$ cat src/rtl/tpsdf_pkg.sv
// shared types and constants for the touch position filter
`default_nettype none

package tpsdf_pkg;

    localparam int COORD_BITS_DEFAULT = 10;

    localparam int THRESH_BITS    = 10;
    localparam int MISS_BITS      = 8;
    localparam int SPIKE_BITS     = 4;
    localparam int CFG_DATA_BITS  = 10;
    localparam int CFG_INDEX_BITS = 2;

    localparam logic [THRESH_BITS-1:0] JUMP_THRESHOLD_RESET     = THRESH_BITS'(60);
    localparam logic [MISS_BITS-1:0]   MISS_LIMIT_RESET         = MISS_BITS'(10);
    localparam logic [SPIKE_BITS-1:0]  SPIKE_REJECT_LIMIT_RESET = SPIKE_BITS'(2);

    typedef enum logic [CFG_INDEX_BITS-1:0] {
        CFG_JUMP_THRESHOLD     = 2'd0,
        CFG_MISS_LIMIT         = 2'd1,
        CFG_SPIKE_REJECT_LIMIT = 2'd2
    } cfg_index_t;

    typedef struct packed {
        logic                     we;
        logic [CFG_INDEX_BITS-1:0] index;
        logic [CFG_DATA_BITS-1:0]  data;
    } cfg_write_t;

endpackage

`default_nettype wire

$ cat src/rtl/tpsdf_core.sv
// filter state, config registers and the per-sample update
`default_nettype none

module tpsdf_core
    import tpsdf_pkg::*;
#(
    parameter int COORD_BITS = COORD_BITS_DEFAULT
)
(
    input  wire logic                  clk,
    input  wire logic                  rst_n,
    input  wire cfg_write_t            cfg,
    input  wire logic                  step,
    input  wire logic [COORD_BITS-1:0] sample_x,
    input  wire logic [COORD_BITS-1:0] sample_y,
    input  wire logic [COORD_BITS-1:0] sample_pressure,
    output logic      [COORD_BITS-1:0] res_x,
    output logic      [COORD_BITS-1:0] res_y,
    output logic      [COORD_BITS-1:0] res_pressure,
    output logic                       res_present
);

    localparam int CMP_BITS = (COORD_BITS > THRESH_BITS) ? COORD_BITS : THRESH_BITS;

    logic [THRESH_BITS-1:0] jump_threshold_reg;
    logic [MISS_BITS-1:0]   miss_limit_reg;
    logic [SPIKE_BITS-1:0]  spike_limit_reg;

    logic                  last_valid_reg, last_valid_next;
    logic [COORD_BITS-1:0] last_x_reg, last_x_next;
    logic [COORD_BITS-1:0] last_y_reg, last_y_next;
    logic [SPIKE_BITS-1:0] spike_run_reg, spike_run_next;
    logic [MISS_BITS-1:0]  miss_run_reg, miss_run_next;

    logic [COORD_BITS-1:0] dx;
    logic [COORD_BITS-1:0] dy;
    logic [CMP_BITS-1:0]   dx_wide;
    logic [CMP_BITS-1:0]   dy_wide;
    logic [CMP_BITS-1:0]   thr_wide;
    logic                  jump;
    logic                  spike;
    logic                  take;
    logic [MISS_BITS-1:0]  miss_bumped;

    always_comb
    begin
        dx       = (last_x_reg >= sample_x) ? (last_x_reg - sample_x) : (sample_x - last_x_reg);
        dy       = (last_y_reg >= sample_y) ? (last_y_reg - sample_y) : (sample_y - last_y_reg);
        dx_wide  = CMP_BITS'(dx);
        dy_wide  = CMP_BITS'(dy);
        thr_wide = CMP_BITS'(jump_threshold_reg);
        jump     = last_valid_reg && ((dx_wide >= thr_wide) || (dy_wide >= thr_wide));
        spike    = jump && (spike_run_reg < spike_limit_reg);
        take     = (sample_x != '0) && !spike;

        // saturates at the limit; a limit below the count leaves it as is
        miss_bumped = (miss_run_reg < miss_limit_reg) ? (miss_run_reg + MISS_BITS'(1))
                                                      : miss_run_reg;

        last_valid_next = last_valid_reg;
        last_x_next     = last_x_reg;
        last_y_next     = last_y_reg;
        spike_run_next  = spike_run_reg;
        miss_run_next   = miss_run_reg;
        res_x           = sample_x;
        res_y           = sample_y;
        res_pressure    = sample_pressure;

        if (take)
        begin
            last_valid_next = 1'b1;
            last_x_next     = sample_x;
            last_y_next     = sample_y;
            spike_run_next  = '0;
            miss_run_next   = '0;
        end
        else
        begin
            miss_run_next = miss_bumped;
            if (miss_bumped < miss_limit_reg)
            begin
                res_x = last_x_reg;
                res_y = last_y_reg;
            end
            else
            begin
                // ball gone: zero the result and forget the point
                res_x           = '0;
                res_y           = '0;
                res_pressure    = '0;
                last_valid_next = 1'b0;
                last_x_next     = '0;
                last_y_next     = '0;
            end
            if (spike)
            begin
                spike_run_next = spike_run_reg + SPIKE_BITS'(1);
            end
        end

        res_present = miss_run_next < miss_limit_reg;
    end

    always_ff @(posedge clk or negedge rst_n)
    begin
        if (!rst_n)
        begin
            jump_threshold_reg <= JUMP_THRESHOLD_RESET;
            miss_limit_reg     <= MISS_LIMIT_RESET;
            spike_limit_reg    <= SPIKE_REJECT_LIMIT_RESET;
        end
        else if (cfg.we)
        begin
            unique case (cfg.index)
                CFG_JUMP_THRESHOLD:     jump_threshold_reg <= cfg.data[THRESH_BITS-1:0];
                CFG_MISS_LIMIT:         miss_limit_reg     <= cfg.data[MISS_BITS-1:0];
                CFG_SPIKE_REJECT_LIMIT: spike_limit_reg    <= cfg.data[SPIKE_BITS-1:0];
                default:                ;
            endcase
        end
    end

    always_ff @(posedge clk or negedge rst_n)
    begin
        if (!rst_n)
        begin
            last_valid_reg <= 1'b0;
            last_x_reg     <= '0;
            last_y_reg     <= '0;
            spike_run_reg  <= '0;
            miss_run_reg   <= MISS_LIMIT_RESET;
        end
        else if (step)
        begin
            last_valid_reg <= last_valid_next;
            last_x_reg     <= last_x_next;
            last_y_reg     <= last_y_next;
            spike_run_reg  <= spike_run_next;
            miss_run_reg   <= miss_run_next;
        end
    end

endmodule

`default_nettype wire

$ cat src/rtl/tpsdf_skid.sv
// output register with one skid entry so the input stall is registered
`default_nettype none

module tpsdf_skid
    import tpsdf_pkg::*;
#(
    parameter int DATA_BITS = 3 * COORD_BITS_DEFAULT + 1
)
(
    input  wire logic                 clk,
    input  wire logic                 rst_n,
    input  wire logic                 push_valid,
    output logic                      push_stall,
    input  wire logic [DATA_BITS-1:0] push_data,
    output logic                      pop_valid,
    input  wire logic                 pop_stall,
    output logic      [DATA_BITS-1:0] pop_data
);

    logic                 main_valid_reg, main_valid_next;
    logic [DATA_BITS-1:0] main_data_reg, main_data_next;
    logic                 skid_valid_reg, skid_valid_next;
    logic [DATA_BITS-1:0] skid_data_reg, skid_data_next;
    logic                 pop_fire;
    logic                 push_fire;

    assign push_stall = skid_valid_reg;
    assign pop_valid  = main_valid_reg;
    assign pop_data   = main_data_reg;

    always_comb
    begin
        pop_fire        = main_valid_reg && !pop_stall;
        push_fire       = push_valid && !skid_valid_reg;
        main_valid_next = main_valid_reg;
        main_data_next  = main_data_reg;
        skid_valid_next = skid_valid_reg;
        skid_data_next  = skid_data_reg;

        if (skid_valid_reg)
        begin
            if (pop_fire)
            begin
                main_data_next  = skid_data_reg;
                skid_valid_next = 1'b0;
            end
        end
        else if (push_fire)
        begin
            if (!main_valid_reg || pop_fire)
            begin
                main_valid_next = 1'b1;
                main_data_next  = push_data;
            end
            else
            begin
                // output is held, park the new transfer
                skid_valid_next = 1'b1;
                skid_data_next  = push_data;
            end
        end
        else if (pop_fire)
        begin
            main_valid_next = 1'b0;
        end
    end

    always_ff @(posedge clk or negedge rst_n)
    begin
        if (!rst_n)
        begin
            main_valid_reg <= 1'b0;
            skid_valid_reg <= 1'b0;
        end
        else
        begin
            main_valid_reg <= main_valid_next;
            skid_valid_reg <= skid_valid_next;
        end
    end

    always_ff @(posedge clk)
    begin
        main_data_reg <= main_data_next;
        skid_data_reg <= skid_data_next;
    end

endmodule

`default_nettype wire

$ cat src/rtl/touch_position_spike_dropout_filter_top.sv
// top level of the touch position spike and dropout filter
//
//   channel  direction  handshake                 payload
//   in       sink       in_valid / in_stall       sample_x, sample_y, sample_pressure
//   out      source     out_valid / out_stall     out_x, out_y, out_pressure, ball_present
//   cfg      sink       cfg_we                    cfg_index, cfg_data
//
// one sample per cycle while in_stall is low; the filter state and the
// output register, or skid entry if the output is held, update on the same edge
// in_stall is registered: it rises only when the output is held and one
// result already waits in the skid entry
// reset leaves defaults in the config registers and the ball marked absent
`default_nettype none

module touch_position_spike_dropout_filter_top
    import tpsdf_pkg::*;
#(
    parameter int COORD_BITS = COORD_BITS_DEFAULT
)
(
    input  wire logic                      clk,
    input  wire logic                      rst_n,
    input  wire logic                      in_valid,
    output logic                           in_stall,
    input  wire logic [COORD_BITS-1:0]     sample_x,
    input  wire logic [COORD_BITS-1:0]     sample_y,
    input  wire logic [COORD_BITS-1:0]     sample_pressure,
    output logic                           out_valid,
    input  wire logic                      out_stall,
    output logic      [COORD_BITS-1:0]     out_x,
    output logic      [COORD_BITS-1:0]     out_y,
    output logic      [COORD_BITS-1:0]     out_pressure,
    output logic                           ball_present,
    input  wire logic                      cfg_we,
    input  wire logic [CFG_INDEX_BITS-1:0] cfg_index,
    input  wire logic [CFG_DATA_BITS-1:0]  cfg_data
);

    localparam int RES_BITS = 3 * COORD_BITS + 1;

    cfg_write_t            cfg;
    logic                  step;
    logic [COORD_BITS-1:0] res_x;
    logic [COORD_BITS-1:0] res_y;
    logic [COORD_BITS-1:0] res_pressure;
    logic                  res_present;
    logic [RES_BITS-1:0]   res_data;
    logic [RES_BITS-1:0]   out_data;

    assign cfg.we    = cfg_we;
    assign cfg.index = cfg_index;
    assign cfg.data  = cfg_data;

    assign step     = in_valid && !in_stall;
    assign res_data = {res_x, res_y, res_pressure, res_present};

    tpsdf_core #(
        .COORD_BITS (COORD_BITS)
    ) u_core (
        .clk             (clk),
        .rst_n           (rst_n),
        .cfg             (cfg),
        .step            (step),
        .sample_x        (sample_x),
        .sample_y        (sample_y),
        .sample_pressure (sample_pressure),
        .res_x           (res_x),
        .res_y           (res_y),
        .res_pressure    (res_pressure),
        .res_present     (res_present)
    );

    tpsdf_skid #(
        .DATA_BITS (RES_BITS)
    ) u_skid (
        .clk        (clk),
        .rst_n      (rst_n),
        .push_valid (in_valid),
        .push_stall (in_stall),
        .push_data  (res_data),
        .pop_valid  (out_valid),
        .pop_stall  (out_stall),
        .pop_data   (out_data)
    );

    assign out_x        = out_data[RES_BITS-1 -: COORD_BITS];
    assign out_y        = out_data[2*COORD_BITS -: COORD_BITS];
    assign out_pressure = out_data[COORD_BITS -: COORD_BITS];
    assign ball_present = out_data[0];

endmodule

`default_nettype wire

$ cat config.mk
export PLATFORM = sky130hd
export DESIGN_NAME = touch_position_spike_dropout_filter_top
export DESIGN_NICKNAME = d
export VERILOG_FILES = /design/src/rtl/tpsdf_pkg.sv /design/src/rtl/tpsdf_core.sv /design/src/rtl/tpsdf_skid.sv /design/src/rtl/touch_position_spike_dropout_filter_top.sv
export SDC_FILE = /design/constraint.sdc
export NUM_CORES = 1
export LEC_CHECK = 0
export ABC_AREA = 1
export BUFFER_PORTS_ARGS = -buffer_cell sky130_fd_sc_hd__buf_4
export CAP_MARGIN = 20
export CORE_ASPECT_RATIO = 2
export CORE_MARGIN = 1.5
export CORE_UTILIZATION = 40
export CTS_BUF_LIST = sky130_fd_sc_hd__clkbuf_8
export CTS_CLUSTER_DIAMETER = 30
export DETAILED_ROUTE_END_ITERATION = 8
export PLACE_DENSITY_LB_ADDON = 0.2
export SETUP_SLACK_MARGIN = 0.1
export SYNTH_ARGS = -nofsm -noshare
export SYNTH_HDL_FRONTEND = slang
export SYNTH_SLANG_ARGS = --single-unit
$ cat constraint.sdc
create_clock -name clk -period 9.5 [get_ports clk]
set_input_delay 0 -clock clk [delete_from_list [all_inputs] [get_ports clk]]
set_output_delay 0 -clock clk [all_outputs]
set_load 0.02 [all_outputs]
## Word level (Yosys, flattened, before mapping)

Index checks and enable logic that the tools add are counted.

| storage, ports and cells | value |
|---|---|
| register bits after elaboration | 119 |
| output and inout bits | 33 |
| logic and storage cells | 83 |

| operators by class | value |
|---|---|
| add/sub/neg operators | 6 |
| magnitude comparators | 8 |
| eq/ne operators | 5 |
| muxes and demuxes | 25 |
| bitwise operators | 2 |
| reduce and logical (&&, ||, !) cells | 25 |

Operators by type and width:

| operator | number |
|---|---|
| $mux 31 | 4 |
| $mux 10 | 8 |
| $ge 10x10->1 | 4 |
| $sub 10x10->10 | 4 |
| $lt 8x8->1 | 3 |
| $mux 8 | 2 |
| $reduce_and 2->1 | 5 |
| $reduce_bool 10->1 | 1 |
| $mux 1 | 9 |
| $reduce_and 3->1 | 3 |
| $add 8x1->8 const B | 1 |
| $mux 4 | 2 |
| $reduce_bool 2->1 | 4 |
| $logic_and 1x1->1 | 5 |
| $add 4x1->4 const B | 1 |
| $logic_not 1->1 | 4 |
| $lt 4x4->1 | 1 |
| $ne 2x1->1 const B | 2 |
| $eq 2x1->1 const B | 1 |
| $eq 2x2->1 const B | 1 |
| $logic_not 2->1 | 1 |
| $logic_or 1x1->1 | 2 |
| $ne 2x2->1 const B | 1 |
| $not 1->1 | 2 |

## Depth between registers and ports, before layout

| depth | value |
|---|---|
| word-level depth | 13 |
| mapped depth | 36 |
| gate-level depth less buffers | 35 |

## By module

A second synthesis with hierarchy kept.

| unflattened totals | value |
|---|---|
| cell total of the unflattened synthesis | 952 |
| area, all modules | 7930.1 um^2 |

By module, submodules not included:

| module | times used | cells an instance | area an instance (um^2) | seq. area each (um^2) |
|---|---|---|---|---|
| tpsdf_core | 1 | 767 | 5512.8 | 1387.6 |
| tpsdf_skid | 1 | 183 | 2407.3 | 1911.8 |
| touch_position_spike_dropout_filter_top | 1 | 2 | 10.0 | 0.0 |

## Least setup slack after synthesis

No wires, ideal clock.

| timing | value |
|---|---|
| path type | flip-flop to flip-flop |
| start | reg u_core.last_x_reg[0] |
| end | reg u_skid.skid_data_reg[0] (data pin) |
| arrival time | 4423 ps |
| data required time | 9346 ps |
| path slack | 4923 ps |
| stages on the path, launching flop included | 31 |
| buffers on the path | 2 |
| path through | dfrtp_1 inv_1 ha_1 inv_1 fa_1 nand2_1 nand2_1 a21oi_2 o21ai_2 a21boi_2 o21ai_1 a21oi_1 o21bai_2 buf_6 o21ai_0 inv_1 ha_1 nand2_1 nand3_1 nor3_1 nand3_1 nand2_1 nand2_2 inv_1 buf_2 nor2_1 ha_1 nand2_1 inv_1 a221oi_1 a21boi_0 |

| between the ends | value |
|---|---|
| longest elaborated chain between the ends | 10 |
| elaborated cells on any way between the ends | 12 |
| those cells by class | 2 x add/sub; 3 x order compare; 2 x mux; 5 x reduce/logical |

RTL lines:

| element | RTL line | RTL |
|---|---|---|
| from (decl) | tpsdf_core.sv:30 | `logic [COORD_BITS-1:0] last_x_reg, last_x_next;` |
| from (signal assigned) | tpsdf_core.sv:136 | `last_x_reg <= last_x_next;` |
| $sub 10x10->10 or $ge 10x10->1 (tied branches) | tpsdf_core.sv:47 | `dx = (last_x_reg >= sample_x) ? (last_x_reg - sample_x) : (sample_x - last_x_reg);` |
| $mux 10 * | tpsdf_core.sv:47 |  |
| $ge 10x10->1 * | tpsdf_core.sv:52 | `jump = last_valid_reg && ((dx_wide >= thr_wide) \|\| (dy_wide >= thr_wide));` |
| $logic_or 1x1->1 * | tpsdf_core.sv:52 |  |
| $logic_and 1x1->1 * | tpsdf_core.sv:52 |  |
| $logic_and 1x1->1 * | tpsdf_core.sv:53 | `spike = jump && (spike_run_reg < spike_limit_reg);` |
| $logic_not 1->1 * | tpsdf_core.sv:54 | `take = (sample_x != '0) && !spike;` |
| $logic_and 1x1->1 * | tpsdf_core.sv:54 |  |
| $mux 8 * | tpsdf_core.sv:69 | `if (take)` |
| via u_core.miss_run_next[7] | tpsdf_core.sv:33 | `logic [MISS_BITS-1:0] miss_run_reg, miss_run_next;` |
| $lt 8x8->1 * | tpsdf_core.sv:101 | `res_present = miss_run_next < miss_limit_reg;` |
| via res_present | touch_position_spike_dropout_filter_top.sv:46 | `logic res_present;` |
| to (signal assigned) | tpsdf_skid.sv:85 | `skid_data_reg <= skid_data_next;` |
| to (decl) | tpsdf_skid.sv:23 | `logic [DATA_BITS-1:0] skid_data_reg, skid_data_next;` |

Mark *: on every way through the listed nets, which the timed path passes. The rest lies on a longest branch.
A chain may end at the register's enable or synchronous reset.

## Worst setup path in the final report

| timing | value |
|---|---|
| start | reg u_core.last_y_reg[0] |
| end | reg u_skid.skid_data_reg[0] (data pin) |

| between the ends | value |
|---|---|
| longest elaborated chain between the ends | 10 |
| elaborated cells on any way between the ends | 12 |
| those cells by class | 2 x add/sub; 3 x order compare; 2 x mux; 5 x reduce/logical |

RTL lines:

| element | RTL line | RTL |
|---|---|---|
| from (decl) | tpsdf_core.sv:31 | `logic [COORD_BITS-1:0] last_y_reg, last_y_next;` |
| from (signal assigned) | tpsdf_core.sv:137 | `last_y_reg <= last_y_next;` |
| $sub 10x10->10 or $ge 10x10->1 (tied branches) | tpsdf_core.sv:48 | `dy = (last_y_reg >= sample_y) ? (last_y_reg - sample_y) : (sample_y - last_y_reg);` |
| $mux 10 * | tpsdf_core.sv:48 |  |
| $ge 10x10->1 * | tpsdf_core.sv:52 |  |
| $logic_or 1x1->1 * | tpsdf_core.sv:52 |  |
| $logic_and 1x1->1 * | tpsdf_core.sv:52 |  |
| $logic_and 1x1->1 * | tpsdf_core.sv:53 |  |
| $logic_not 1->1 * | tpsdf_core.sv:54 |  |
| $logic_and 1x1->1 * | tpsdf_core.sv:54 |  |
| $mux 8 * | tpsdf_core.sv:69 |  |
| via u_core.miss_run_next[7] | tpsdf_core.sv:33 |  |
| $lt 8x8->1 * | tpsdf_core.sv:101 |  |
| via res_present | touch_position_spike_dropout_filter_top.sv:46 |  |

Marked as above.

==> flow_summary.toml <==
[placed_design]
globalplace.congestion = 0.876
place_hpwl_mm = 14.7
dp_slack_ns = 3.73
port_buffers = 79
place_inst = 1286

[power]
leakage_uw = 0.00489
vdd_ir_drop_max_mv = 0.141
p_per_area_nw_per_um2 = 329

[timing]
worst_slack_ns = 3.64
setup_viol = 0
relSlewSlack_pct = 32.8
period_minus_slack_ns = 5.86
fin_skew_ns = 0.0157
grt_setup_unrepaired = "false"
hold_viol = 0
fmax_ghz = 0.171
finalSetupTns_ns = 0
worst_pin_slew_ns = 1.01
drv_slew = 0
fin_crit_sh_pct = 61.7

[floorplanning]
dieHeight_um = 203
dieWidth_um = 103
start_util_pct = 40.9
num_rows = 72
dieArea_sq_um = 20800
core_sq_um = 19500
ioPinCount = 80

[cts]
cts_buffers = 17
clkTransAtPathRegs_ns = 0.08
insertion_delay_ns = 0.44
clk_path_buf_depth = 2
cts_num_sinks = 119
root_buffer = "clkbuf_8"
cts_resized = 0
ctsHoldBuffers = 44
cts_tree = "yes"
h-tree-depth = 4
post_cts_buffers = 0

[critical_path]
worst-path-buf-inv = 8
crit_path_start_kind = "flip-flop"
cpPeakStageDelay_ns = 0.62
crit_arrival_ns = 6.14
cp_top_family = "compound AO/OA/AOI/OAI gates"
path_class = "flip-flop to flip-flop"
r2r-start = "u_core.last_y_reg[0]$_DFFE_PN0P_"
endpoint_kind = "flip-flop"
cp-startpoint = "u_core.last_y_reg[0]$_DFFE_PN0P_"
slowest_stage = "inv_1"
cpMostUsedCell = "inv_1"
worstPathRequired_ns = 9.78
path_max_fanout = 27

[yosys]
synth_common_cells = "nand2_1, inv_1, ha_1"
yosysTopAreaCellShare_pct = 23.4
synth_most_common_cell = "nand2_1"
synthAdderAreaFrac_pct = 14.2
synth_cells = 975
yosysWarningCount = 0
dominantRegCellSynth = "edfxtp_1"
ys_ff_latch = 119
synth_compound_area_share_pct = 11.4
avgSynthCellArea_sq_um = 8.17
yosys-top-cells-area = "edfxtp_1, dfrtp_1, nand2_1"
yosysSeqAreaShare_pct = 41.4
synth_edf_count = 62
yosysTopAreaCell = "edfxtp_1"
ys_types = 45
synth-xor-area-share_pct = 2.53
syn_area_sq_um = 7970
syn-num-nets = 1110
synth_mux_area_share_pct = 0.267
ys_async_sr_fraction_pct = 47.9
yosys.area_share.simple_pct = 20.6
synth_top_family_by_area = "simple AND/OR/NAND/NOR gates"

[layout]
area_growth_pct = 20.1
drive_gt1_share_pct = 13.1
antenna_cells = 0
finalNetCount = 1226
final_cells = 1362

[global_routing]
antenna_found_initial = 0
grt_use_total_pct = 19.9
grt_max_degree = 58
grt_pass1_wl_mm = 32.1
grt_pass1_vias = 6614
gr-total-overflow = 0

[routing]
via_count = 6554
first_pass_iters = 5
viasPerCell = 4.81
dr.first_iter.drc_count = 316
drc = 0
ant_nets = 0
wl_mm = 19.4
wire_per_inst_um = 14.3

[min_path]
worstHoldPathType = "primary input to flip-flop"
hp-start = "cfg_index[1]"

[status]
status = "finished clean"

[run]
maxCapViolCount = 0
[kinds of logic (layout without fill, tap and decap cells)]
family,count (synthesis),count (layout)
AOI/OAI and AO/OA,159,159
and+or+nand+nor,399,399
xor gates and xnor gates,23,23
muxes,2,2
DFF,119,119
buffers and inverters,185,313
adders and majority gates,88,88
[routing by layer]
layer / routed length (um) / share of wire, % / vias up / GRT usage (%)
met5: 0 / 0 / - / 0
met4: 552 / 2.8 / 0 / 9.12
met3: 592 / 3.0 / 37 / 2.96
met2: 10500 / 54 / 146 / 36.4
met1: 7840 / 40 / 2966 / 22.0
li1: - / - / 3405 / -
[cell type report]
type / instances / area (sq um)
fill: 1923 / 9890
multi-input combinational: 671 / 3930
sequential: 119 / 3300
timing repair buffer: 127 / 1080
inverter: 155 / 582
tap: 259 / 324
clock buffer: 17 / 234
clock inverter: 14 / 110
[cells in the final DEF (no fill, tap or decap), drive strengths merged, types with 4 or more instances in the layout]
cell | synthesis | layout
clkinv | 0 | 9
edfxtp | 62 | 62
o21bai | 4 | 4
ha | 84 | 84
dfrtp | 48 | 48
dfstp | 9 | 9
fa | 4 | 4
inv | 155 | 156
a221oi | 5 | 5
nand3 | 27 | 27
o211ai | 4 | 4
nand4 | 25 | 25
buf | 15 | 83
dlygate4sd3 | 0 | 44
o21ai | 78 | 78
a21oi | 51 | 51
clkbuf | 15 | 17
nor3 | 6 | 6
nand2 | 292 | 292
nor2 | 44 | 44
xor2 | 20 | 20
a21o | 8 | 8
[metrics by stage]
step | utilization [%] | hold WS (ns) | area [sq um] | power, uW
CTS | 49.0 | 0.0558 | 9540 | 3150
global route | 49.2 | 0.131 | 9560 | 3460
global placement | 45.0 | 0.125 | 8750 | 2690
finish | 49.2 | 0.0945 | 9560 | 3140
floorplan | - | -0.296 | 7970 | 2220
detailed placement | 45.0 | 0.133 | 8750 | 2710
[where the power goes]
part | switching, uW | internal [uW] | leakage (uW) | total (uW)
logic | 1180 | 652 | 0.00344 | 1840
clock network | 217 | 201 | 0.000170 | 418
registers | 91.4 | 798 | 0.00128 | 889
[worst register-to-register path, delay by kind of cell, from the launching register on]
| kind | cells | cell delay, ns |
|---|---|---|
| buffers and inverters | 8 | 1.32 |
| and+or+nand+nor | 12 | 1.41 |
| adders and majority gates | 4 | 1.17 |
| AOI/OAI and AO/OA | 7 | 1.41 |
| DFF | 1 | 0.41 |
[final timing paths]
| check | endpoint | slack, ns | depth (start not counted) |
|---|---|---|---|
| min reg2reg | u_core.last_valid_reg$_DFFE_PN0P_ | 0.48 | 2 |
| max in group asynchronous | u_core.last_y_reg[2]$_DFFE_PN0P_ | 8.77 | 2 |
| max | u_skid.skid_data_reg[0]$_DFFE_PP_ | 3.64 | 31 |
| min in group asynchronous | u_core.miss_run_reg[5]$_DFFE_PN0P_ | 0.17 | 2 |
| max reg2reg | u_skid.skid_data_reg[0]$_DFFE_PP_ | 3.64 | 31 |
| min | u_core.spike_limit_reg[1]$_DFFE_PN1P_ | 0.09 | 5 |
(Power assumes the default switching activity.)
